==> src/rtl/apcf_pkg.sv <==
// Package for the box collision filter: payload structs, command codes,
// controller/datapath handshake structs and parameter defaults. No dependencies.
package apcf_pkg;

  localparam int unsigned DEF_MAX_BOXES  = 16;
  localparam int unsigned DEF_GROUP_BITS = 16;

  localparam logic CMD_WRITE = 1'b0;
  localparam logic CMD_SCAN  = 1'b1;

  typedef struct packed {
    logic               command;
    logic [3:0]         slot;
    logic signed [15:0] left_x;
    logic signed [15:0] top_y;
    logic [11:0]        box_width;
    logic [11:0]        box_height;
    logic [15:0]        category_bits;
    logic [15:0]        interest_mask;
    logic               alive;
  } in_item_t;

  typedef struct packed {
    logic       hit;
    logic [3:0] subject;
    logic [3:0] other;
    logic       last;
  } out_item_t;

  // controller -> datapath
  typedef struct packed {
    logic write_box;   // store the input box (if its slot is in the table)
    logic start_scan;  // latch the row and read its entry
    logic load_row;    // capture the row entry, point the walker past the row
    logic step_j;      // advance the walker
    logic read_j;      // read the entry under the walker
    logic emit_fwd;    // notice (row, j)
    logic emit_rev;    // notice (j, row)
    logic emit_done;   // scan done marker
  } apcf_cmd_t;

  // datapath -> controller
  typedef struct packed {
    logic in_scan;   // input item is a scan command
    logic row_ok;    // input slot in table and its box live
    logic j_end;     // walker ran past the table
    logic j_live;    // box under the walker is live
    logic a_wants;   // row box interested in the partner
    logic b_wants;   // partner interested in the row box
    logic overlap;   // boxes touch or overlap
    logic out_free;  // output register can take a result this cycle
  } apcf_stat_t;

endpackage

==> src/rtl/apcf_datapath.sv <==
// Datapath of the box collision filter: box table memory, live bits, row
// register, partner walker, overlap/group test and output register. Uses apcf_pkg.
module apcf_datapath #(
  parameter int unsigned MAX_BOXES  = apcf_pkg::DEF_MAX_BOXES,
  parameter int unsigned GROUP_BITS = apcf_pkg::DEF_GROUP_BITS
) (
  input  logic                 clk_i,
  input  logic                 rst_ni,
  input  apcf_pkg::in_item_t   in_item_i,
  input  apcf_pkg::apcf_cmd_t  cmd_i,
  output apcf_pkg::apcf_stat_t stat_o,
  output logic                 out_valid_o,
  input  logic                 out_ready_i,
  output apcf_pkg::out_item_t  out_item_o
);
  import apcf_pkg::*;

  localparam int unsigned IDX_W = (MAX_BOXES > 1) ? $clog2(MAX_BOXES) : 1;
  localparam int unsigned CNT_W = $clog2(MAX_BOXES + 1);

  typedef struct packed {
    logic [15:0]           x;
    logic [15:0]           y;
    logic [11:0]           w;
    logic [11:0]           h;
    logic [GROUP_BITS-1:0] cat;
    logic [GROUP_BITS-1:0] msk;
  } entry_t;

  entry_t                mem_q [MAX_BOXES];
  entry_t                rd_q;
  entry_t                row_q;
  entry_t                wr_entry;
  logic [MAX_BOXES-1:0]  live_q;
  logic [IDX_W-1:0]      in_addr;
  logic [IDX_W-1:0]      row_addr_q;
  logic [IDX_W-1:0]      j_addr;
  logic [CNT_W-1:0]      j_q;
  logic [3:0]            slot_q;
  logic [3:0]            j_low;
  logic [31:0]           slot_ext;
  logic [31:0]           j_ext;
  logic [31:0]           cat_ext;
  logic [31:0]           msk_ext;
  logic                  in_slot_ok;
  logic                  rd_en;
  logic [IDX_W-1:0]      rd_addr;
  logic                  out_valid_q;
  out_item_t             out_q;

  logic signed [17:0]    ax_l, ax_r, bx_l, bx_r;
  logic signed [17:0]    ay_t, ay_b, by_t, by_b;

  assign slot_ext   = 32'(in_item_i.slot);
  assign in_addr    = slot_ext[IDX_W-1:0];
  assign in_slot_ok = slot_ext < 32'(MAX_BOXES);
  assign cat_ext    = 32'(in_item_i.category_bits);
  assign msk_ext    = 32'(in_item_i.interest_mask);
  assign j_addr     = j_q[IDX_W-1:0];
  assign j_ext      = 32'(j_q);
  assign j_low      = j_ext[3:0];

  always_comb begin
    wr_entry.x   = in_item_i.left_x;
    wr_entry.y   = in_item_i.top_y;
    wr_entry.w   = in_item_i.box_width;
    wr_entry.h   = in_item_i.box_height;
    wr_entry.cat = cat_ext[GROUP_BITS-1:0];
    wr_entry.msk = msk_ext[GROUP_BITS-1:0];
  end

  // table memory: one write port, one registered read port
  always_ff @(posedge clk_i) begin
    if (cmd_i.write_box && in_slot_ok) begin
      mem_q[in_addr] <= wr_entry;
    end
  end

  assign rd_en   = cmd_i.start_scan | cmd_i.read_j;
  assign rd_addr = cmd_i.start_scan ? in_addr : j_addr;

  always_ff @(posedge clk_i) begin
    if (rd_en) begin
      rd_q <= mem_q[rd_addr];
    end
  end

  always_ff @(posedge clk_i or negedge rst_ni) begin
    if (!rst_ni) begin
      live_q <= '0;
    end else if (cmd_i.write_box && in_slot_ok) begin
      live_q[in_addr] <= in_item_i.alive;
    end
  end

  always_ff @(posedge clk_i) begin
    if (cmd_i.start_scan) begin
      slot_q     <= in_item_i.slot;
      row_addr_q <= in_addr;
    end
    if (cmd_i.load_row) begin
      row_q <= rd_q;
    end
  end

  always_ff @(posedge clk_i or negedge rst_ni) begin
    if (!rst_ni) begin
      j_q <= '0;
    end else if (cmd_i.load_row) begin
      j_q <= CNT_W'(row_addr_q) + CNT_W'(1);
    end else if (cmd_i.step_j) begin
      j_q <= j_q + CNT_W'(1);
    end
  end

  // inclusive overlap: each box's near edge lies at or before the other's far edge
  assign ax_l = {{2{row_q.x[15]}}, row_q.x};
  assign ax_r = ax_l + {6'b0, row_q.w};
  assign bx_l = {{2{rd_q.x[15]}}, rd_q.x};
  assign bx_r = bx_l + {6'b0, rd_q.w};
  assign ay_t = {{2{row_q.y[15]}}, row_q.y};
  assign ay_b = ay_t + {6'b0, row_q.h};
  assign by_t = {{2{rd_q.y[15]}}, rd_q.y};
  assign by_b = by_t + {6'b0, rd_q.h};

  always_comb begin
    stat_o.in_scan  = in_item_i.command == CMD_SCAN;
    stat_o.row_ok   = in_slot_ok && live_q[in_addr];
    stat_o.j_end    = j_q == CNT_W'(MAX_BOXES);
    stat_o.j_live   = live_q[j_addr];
    stat_o.a_wants  = |(row_q.msk & rd_q.cat);
    stat_o.b_wants  = |(rd_q.msk & row_q.cat);
    stat_o.overlap  = (ax_l <= bx_r) && (bx_l <= ax_r) &&
                      (ay_t <= by_b) && (by_t <= ay_b);
    stat_o.out_free = !out_valid_q || out_ready_i;
  end

  // output register
  always_ff @(posedge clk_i or negedge rst_ni) begin
    if (!rst_ni) begin
      out_valid_q <= 1'b0;
    end else if (cmd_i.emit_fwd || cmd_i.emit_rev || cmd_i.emit_done) begin
      out_valid_q <= 1'b1;
    end else if (out_ready_i) begin
      out_valid_q <= 1'b0;
    end
  end

  always_ff @(posedge clk_i) begin
    if (cmd_i.emit_fwd) begin
      out_q <= '{hit: 1'b1, subject: slot_q, other: j_low, last: 1'b0};
    end else if (cmd_i.emit_rev) begin
      out_q <= '{hit: 1'b1, subject: j_low, other: slot_q, last: 1'b0};
    end else if (cmd_i.emit_done) begin
      out_q <= '{hit: 1'b0, subject: slot_q, other: 4'd0, last: 1'b1};
    end
  end

  assign out_valid_o = out_valid_q;
  assign out_item_o  = out_q;

endmodule

==> src/rtl/apcf_ctrl.sv <==
// Controller of the box collision filter: one-hot state machine that sequences
// writes, the row load, the partner walk and result transfers. Uses apcf_pkg.
module apcf_ctrl (
  input  logic                 clk_i,
  input  logic                 rst_ni,
  input  logic                 in_valid_i,
  output logic                 in_ready_o,
  input  apcf_pkg::apcf_stat_t stat_i,
  output apcf_pkg::apcf_cmd_t  cmd_o
);
  import apcf_pkg::*;

  typedef enum logic [6:0] {
    ST_IDLE     = 7'b0000001,
    ST_LOAD_ROW = 7'b0000010,
    ST_SEEK     = 7'b0000100,
    ST_TEST     = 7'b0001000,
    ST_EMIT_FWD = 7'b0010000,
    ST_EMIT_REV = 7'b0100000,
    ST_DONE     = 7'b1000000
  } state_e;

  state_e state_q, state_d;
  logic   accept;

  assign in_ready_o = state_q == ST_IDLE;
  assign accept     = in_valid_i && in_ready_o;

  always_comb begin
    state_d = state_q;
    cmd_o   = '0;
    case (state_q)
      ST_IDLE: begin
        if (accept) begin
          if (stat_i.in_scan) begin
            cmd_o.start_scan = 1'b1;
            state_d = stat_i.row_ok ? ST_LOAD_ROW : ST_DONE;
          end else begin
            cmd_o.write_box = 1'b1;
          end
        end
      end
      ST_LOAD_ROW: begin
        cmd_o.load_row = 1'b1;
        state_d = ST_SEEK;
      end
      ST_SEEK: begin
        if (stat_i.j_end) begin
          state_d = ST_DONE;
        end else if (!stat_i.j_live) begin
          cmd_o.step_j = 1'b1;
        end else begin
          cmd_o.read_j = 1'b1;
          state_d = ST_TEST;
        end
      end
      ST_TEST: begin
        if (stat_i.overlap && stat_i.a_wants) begin
          state_d = ST_EMIT_FWD;
        end else if (stat_i.overlap && stat_i.b_wants) begin
          state_d = ST_EMIT_REV;
        end else begin
          cmd_o.step_j = 1'b1;
          state_d = ST_SEEK;
        end
      end
      ST_EMIT_FWD: begin
        if (stat_i.out_free) begin
          cmd_o.emit_fwd = 1'b1;
          if (stat_i.b_wants) begin
            state_d = ST_EMIT_REV;
          end else begin
            cmd_o.step_j = 1'b1;
            state_d = ST_SEEK;
          end
        end
      end
      ST_EMIT_REV: begin
        if (stat_i.out_free) begin
          cmd_o.emit_rev = 1'b1;
          cmd_o.step_j   = 1'b1;
          state_d = ST_SEEK;
        end
      end
      ST_DONE: begin
        if (stat_i.out_free) begin
          cmd_o.emit_done = 1'b1;
          state_d = ST_IDLE;
        end
      end
      default: begin
        state_d = ST_IDLE;
      end
    endcase
  end

  always_ff @(posedge clk_i or negedge rst_ni) begin
    if (!rst_ni) begin
      state_q <= ST_IDLE;
    end else begin
      state_q <= state_d;
    end
  end

endmodule

==> src/rtl/aabb_pair_collision_filter_top.sv <==
// Box collision filter, top level: joins the controller and the datapath.
// Depends on apcf_pkg, apcf_ctrl and apcf_datapath.
//
// Keeps a table of MAX_BOXES boxes. A write command stores one box. A scan of
// row i walks slots i+1..MAX_BOXES-1 through the single read port of the box
// table: it starts and loads the row, skips each dead slot, reads and tests
// each live slot and sends its notices, finds the end of the table and sends
// the done marker; a stall on the output side holds the scan. A scan of a dead
// or out-of-table row sends only the done marker. Items are taken one at a
// time; the next is accepted once the current scan's done marker has gone into
// the output register.
module aabb_pair_collision_filter_top #(
  parameter int unsigned MAX_BOXES  = apcf_pkg::DEF_MAX_BOXES,
  parameter int unsigned GROUP_BITS = apcf_pkg::DEF_GROUP_BITS
) (
  input  logic                clk_i,
  input  logic                rst_ni,
  input  logic                in_valid_i,
  output logic                in_ready_o,
  input  apcf_pkg::in_item_t  in_item_i,
  output logic                out_valid_o,
  input  logic                out_ready_i,
  output apcf_pkg::out_item_t out_item_o
);
  import apcf_pkg::*;

  apcf_cmd_t  cmd;
  apcf_stat_t stat;

  apcf_ctrl u_ctrl (
    .clk_i      (clk_i),
    .rst_ni     (rst_ni),
    .in_valid_i (in_valid_i),
    .in_ready_o (in_ready_o),
    .stat_i     (stat),
    .cmd_o      (cmd)
  );

  apcf_datapath #(
    .MAX_BOXES  (MAX_BOXES),
    .GROUP_BITS (GROUP_BITS)
  ) u_datapath (
    .clk_i       (clk_i),
    .rst_ni      (rst_ni),
    .in_item_i   (in_item_i),
    .cmd_i       (cmd),
    .stat_o      (stat),
    .out_valid_o (out_valid_o),
    .out_ready_i (out_ready_i),
    .out_item_o  (out_item_o)
  );

endmodule
==> config.mk <==
export PLATFORM = sky130hd
export DESIGN_NAME = aabb_pair_collision_filter_top
export DESIGN_NICKNAME = d
export VERILOG_FILES = /design/src/rtl/apcf_pkg.sv /design/src/rtl/apcf_datapath.sv /design/src/rtl/apcf_ctrl.sv /design/src/rtl/aabb_pair_collision_filter_top.sv
export SDC_FILE = /design/constraint.sdc
export NUM_CORES = 2
export LEC_CHECK = 0
export ABC_AREA = 1
export BUFFER_PORTS_ARGS = -buffer_cell sky130_fd_sc_hd__buf_4
export CORE_UTILIZATION = 30
export CTS_BUF_LIST = sky130_fd_sc_hd__clkbuf_4 sky130_fd_sc_hd__clkbuf_8
export DETAILED_ROUTE_END_ITERATION = 8
export PLACE_DENSITY = 0.52
export SKIP_LAST_GASP = 1
export SLEW_MARGIN = 20
export SYNTH_ARGS = -nofsm -noshare
export SYNTH_HDL_FRONTEND = slang
export SYNTH_SLANG_ARGS = --single-unit
==> constraint.sdc <==
create_clock -name clk_i -period 11 [get_ports clk_i]
set_input_delay 1.1 -clock clk_i [delete_from_list [all_inputs] [get_ports clk_i]]
set_output_delay 1.1 -clock clk_i [all_outputs]
set_load 0.02 [all_outputs]
# Word level (Yosys, flattened, before mapping)
# Memories as Yosys holds them, arrays and structs flattened. A register that Yosys moved wholly into a read port is not among the register bits.
# Cells that the tools add are included.
# totals
register_bits	131
mem_bits_rw	1408
inputBits	98
output_inout_bits	12
wordCells	114
mem_count	1
# classes
addsub	6
magnitude_cmp	8
n_eq_ne	14
mux	47
bitwise_logic	3
n_reduce_logical	20
# memory_table
memory	depth	width	rd	rd_clocked_by_memory_dff	wr	line_no	rtl
u_datapath.mem_q	16	88	1	1	1	apcf_datapath.sv:30	entry_t mem_q [MAX_BOXES];
# op_table
operator	count
16-bit by 13-bit adder with 17-bit output	4
16-bit by 17-bit less-or-equal comparator with 1-bit output	4
7-bit 2-to-1 mux	8
7-bit case mux with 7 select lines	1
16-bit bitwise AND	2
16-bit OR reduction	2
9-bit 2-to-1 mux	3
1-bit 2-to-1 mux	21
6-bit 2-to-1 mux	3
16-bit bitwise mux	1
4-bit by 5-bit < comparator with 1-bit output, second input constant	3
5-bit 2-to-1 mux	2
2-bit != test, second input constant	5
1-bit logical AND	9
1-bit binary-select mux with 4-bit select	2
7-bit by 1-bit == test with 1-bit output, second input constant	1
7-bit by 2-bit == test with 1-bit output, second input constant	1
7-bit by 3-bit == test with 1-bit output, second input constant	1
7-bit by 4-bit == test with 1-bit output, second input constant	1
7-bit by 5-bit == test with 1-bit output, second input constant	1
7-bit by 6-bit == test with 1-bit output, second input constant	1
7-bit == test, second input constant	1
2-bit 2-to-1 mux	3
6-bit AND reduction	1
14 further kinds	17

# Logic depth before layout (Yosys ltp)
# depth
ltp_word	11
depth_mapped	26
mapped_depth_nobuf	26

# By module
# A second synthesis with hierarchy kept.
# hier_totals
cells_unflattened	5700
hier_area_um2	69645.5
# by_module_without_submodules
mod	n_inst	cells_each	area_each_um2
apcf_datapath	1	5593	68987.4
apcf_ctrl	1	107	658.1

# Least setup slack after synthesis
# OpenSTA, ideal clock, no wires.
# synth_path
path_kind	input -> register
from	input in_item_i[93] (netlist name)
to	register u_datapath.live_q[3]
t_arrival_ns	7.932
slack_ns	2.648
stages	4
n_path_buf	0
cell_sequence	nor3b_1 -> nand2_1 -> nor3_1 -> o21ai_0
# synth_between
elab_chain_cells	4
# synth_lines
element	line_no	rtl
start, declared	aabb_pair_collision_filter_top.sv:20	input apcf_pkg::in_item_t in_item_i,
1-bit 2-to-1 mux	apcf_ctrl.sv:35	if (stat_i.in_scan) begin
2-bit 2-to-1 mux	apcf_ctrl.sv:34	if (accept) begin
2-bit 2-to-1 mux	apcf_ctrl.sv:32	case (state_q)
1-bit logical AND	apcf_datapath.sv:91	end else if (cmd_i.write_box && in_slot_ok) begin
end signal, assigned by index	apcf_datapath.sv:92	live_q[in_addr] <= in_item_i.alive;
end, declared	apcf_datapath.sv:34	logic [MAX_BOXES-1:0] live_q;
# No other way between the ends.
# A chain may end at the register's enable or synchronous reset.

# Worst setup path after layout
# layout_path
from	register, netlist name u_datapath.rd_q[32]
to	register u_datapath.j_q[2]
# layout_between
elab_chain_cells	9
elab_cells_between_ends	10
classes_between	1 x add/sub; 1 x order compare; 3 x mux; 5 x reduce/logical
# layout_lines
element	line_no	rtl
16-bit by 13-bit adder with 17-bit output (*)	apcf_datapath.sv:124	assign by_b = by_t + {6'b0, rd_q.h};
16-bit by 17-bit less-or-equal comparator with 1-bit output (*)	apcf_datapath.sv:134	(ay_t <= by_b) && (by_t <= ay_b);
1-bit logical AND (*)	apcf_datapath.sv:133	stat_o.overlap = (ax_l <= bx_r) && (bx_l <= ax_r) &&
1-bit logical AND (*)	apcf_datapath.sv:134	
1-bit logical AND	apcf_ctrl.sv:60	end else if (stat_i.overlap && stat_i.b_wants) begin
1-bit 2-to-1 mux	apcf_ctrl.sv:60	
1-bit 2-to-1 mux (*)	apcf_ctrl.sv:58	if (stat_i.overlap && stat_i.a_wants) begin
1-bit case mux with 4 select lines (*)	apcf_ctrl.sv:32	
2-bit nonzero test (no source line) (*)	--	
end signal, assigned	apcf_datapath.sv:110	j_q <= CNT_W'(row_addr_q) + CNT_W'(1);
end signal, assigned	apcf_datapath.sv:112	j_q <= j_q + CNT_W'(1);
end, declared	apcf_datapath.sv:38	logic [CNT_W-1:0] j_q;
# Mark *: on every way between the ends. The rest lies on a longest branch, timed or not.

==> metrics.txt <==
run status=finished, final reports clean; 1st-pass router iterations=6; syn_nets=5,800; actual slew at the worst max-slew pin=1.129 ns; P_leak=28.78 nW; cell mode on critical path=nand2_1; post-DP HPWL=85.87 mm; CTS tree=yes; sequential share of the synthesized area=70.78%; crit path capture type=flip-flop; Setup crit start=u_datapath.rd_q[32]; largest net degree at the start of global routing=216; Core ar.=227,700 µm²; most area-consuming cells after synthesis=edfxtp_1 70%, inv_1 4.5%, nand3_1 4.1%; vias in the first global route=40,290; Fill cells=22,380; initial core utilization=30.21%; Setup Skew=0.1114 ns; WP data required=11.80 ns; Sum Neg Setup Slack=0 ns; Seq cells post-synth=1,627; hold violation count in the final report=0; Die ar.=231,200 µm²; crit-path max FO=6; root buffer cell=clkbuf_8; FP Rows=175; gr usage total=15.40%; IO Count=110; # hold bufs at CTS=0; RR Startpoint=u_datapath.rd_q[32]; Routed wire per std cell=20.23 µm; top achievable clock speed=209.6 MHz; Worst R2R Path Depth=26; power per cell area=232.2 nW/µm²; PortBufs=109; Synth cell types=48; Clock Tree Buf Depth=4; Yosys warning total=0; Placed Area=72,710 µm²; detailed-route vias per instance=4.767; H-Tree Depth=5; peak supply drop=0.0002438 V; Finished Cell Area=78,130 µm²; setup violators final=0; Synth Cell Area=68,800 µm²; initial antenna violation count=30; Synth top area share=69.66%; Final Cycle Share=43.37%; path category of the worst min-delay check=in2async; Slew headroom=24.71%; CP delay by family, top=simple AND/OR/NAND/NOR gates; Crit-path slowest cell=edfxtp_1; CTS resizes=0; setup bufs post-CTS=0; final design utilization=34.31%; Remaining DRCs=0; Area Overhead vs Synth=13.56%; fin crit period=4.771 ns; drt initial violations=3,769; Crit path buffers/inverters=0; clk slew on worst S/H paths=0.06 ns; share of layout cells above drive strength 1=10.57%; grt ovf=0; worst skew pair latency=1.02 ns; Yosys top cell by area=edfxtp_1; Startpoint Class=flip-flop; CTS buffer count=299; Mapped Cells=5,581; WL final=181.0 mm; Final nets=5,967; maxcap violations=0; fin. max-slew vios=0; vias post-DR=42,640; multi-input logic area=15,710 µm²; antenna-violating nets left=0; global placement routability congestion=0.8117; Arrival @ worst endpoint=5.57 ns; critical path depth=26; count of clock tree sinks=1,627; CP max stage delay=0.55 ns; Die Width=480.9 µm; RSZ-0062 raised after global routing=false; Storage cell area=48,690 µm²; Die Ht=480.9 µm; syn avg cell area=12.33 µm²; first-pass GRT wire length=265.4 mm; crit path kind=reg2reg
[cells in the final DEF, fill, tap and decap left out, drive strengths merged, types with 36 or more instances in the layout]
cell	count
buf	161
o21ai	407
ha	117
nand2	686
clkinv	82
o211ai	358
xor2	36
nor2	98
edfxtp	1596
inv	822
a21oi	434
clkbuf	395
nand3	571
[cell type report]
type / instances / area share (%)
Inverter: 823 / 3.970
Timing Repair Buffer: 161 / 1.877
Sequential cell: 1627 / 62.33
Multi-Input combinational cell: 2836 / 20.11
Tap cell: 3009 / 4.819
Clock inverter: 89 / 0.6134
Clock buffer: 395 / 6.270
Antenna cell: 6 / 0.01922
[synth_stat cells (all sizes together)]
cell,count
nand3,571
o31ai,3
a21o,7
a22oi,5
nand2,686
mux2,9
xnor2,22
fa,4
ha,117
nor4,9
or2,1
o22ai,8
nor3,12
o2111ai,8
o21bai,3
and3,3
clkbuf,43
dfstp,1
nand4,19
dfxtp,2
and2,1
o21ai,407
nor2,98
clkinv,1
nand3b,3
nor3b,1
o21a,2
a221oi,4
buf,252
inv,822
a21boi,2
o211ai,358
edfxtp,1596
a21oi,434
xor2,36
dfrtp,28
o221ai,3
[cell families (layout without fill, tap and decap cells)]
kind of cell               count (synthesis)  after routing  share of synthesized area (%)
xor gates and xnor gates                  58             58                         0.7384
adders and majority gates                121            121                          2.244
AOI/OAI and AO/OA                       1244           1244                          10.54
buffers and inverters                   1118           1468                          6.631
DFF                                     1627           1627                          70.78
muxes                                      9              9                         0.1473
and+or+nand+nor                         1404           1404                          8.919
other                                      0              6                              0
[stage by stage]
step                cells  total power [mW]  worst slack (ns)  hold slack (ns)
floorplan            5581             11.50             2.648           0.4262
global placement     8455             12.84             6.125           0.4359
detailed placement   8455             12.91             6.126           0.4416
CTS                  8939             18.35             6.279          0.02089
global route         8945             19.26             5.845          0.07560
finish               8946             18.14             6.229           0.1128
[power breakdown]
group          leakage [nW]  internal [mW]  switching [mW]  total, mW
combinational          11.2           1.67            3.68       5.35
sequential             14.8           7.21           0.199       7.41
clock                  2.85           2.95            2.43       5.38
[path summary, 6_finish.rpt]
path,endpoint,slack [ns]
hold / removal,u_datapath.live_q[12],0.11
setup / recovery,u_datapath.j_q[2],6.23
max in group asynchronous,u_ctrl.state_q[0],10.56
setup reg to reg,u_datapath.j_q[2],6.23
hold reg to reg,u_datapath.row_q[6],0.43
min in group clk_i,u_datapath.mem_q[14][44],0.38
[per-layer routing]
metal,track usage [%],vias up,wire [µm]
met1,20.54,20780,80290
met5,0,-,184
met3,3.292,356,10950
li1,-,20340,-
met2,24.61,1141,84410
met4,5.501,32,5132
[registers in the layout (all words and copies together) (netlist names)]
signal	count
u_datapath.ay_t	16
u_datapath.live_q	16
u_datapath.bx_l	16
u_datapath.row_q	56
u_datapath.ax_l	16
u_datapath.out_item_o	10
u_datapath.row_addr_q	4
u_datapath.j_q	5
u_datapath.mem_q	1408
u_datapath.by_t	16
u_datapath.rd_q	56
u_datapath.out_valid_o	1
u_ctrl.state_q	7
(Power assumes the default switching activity.)
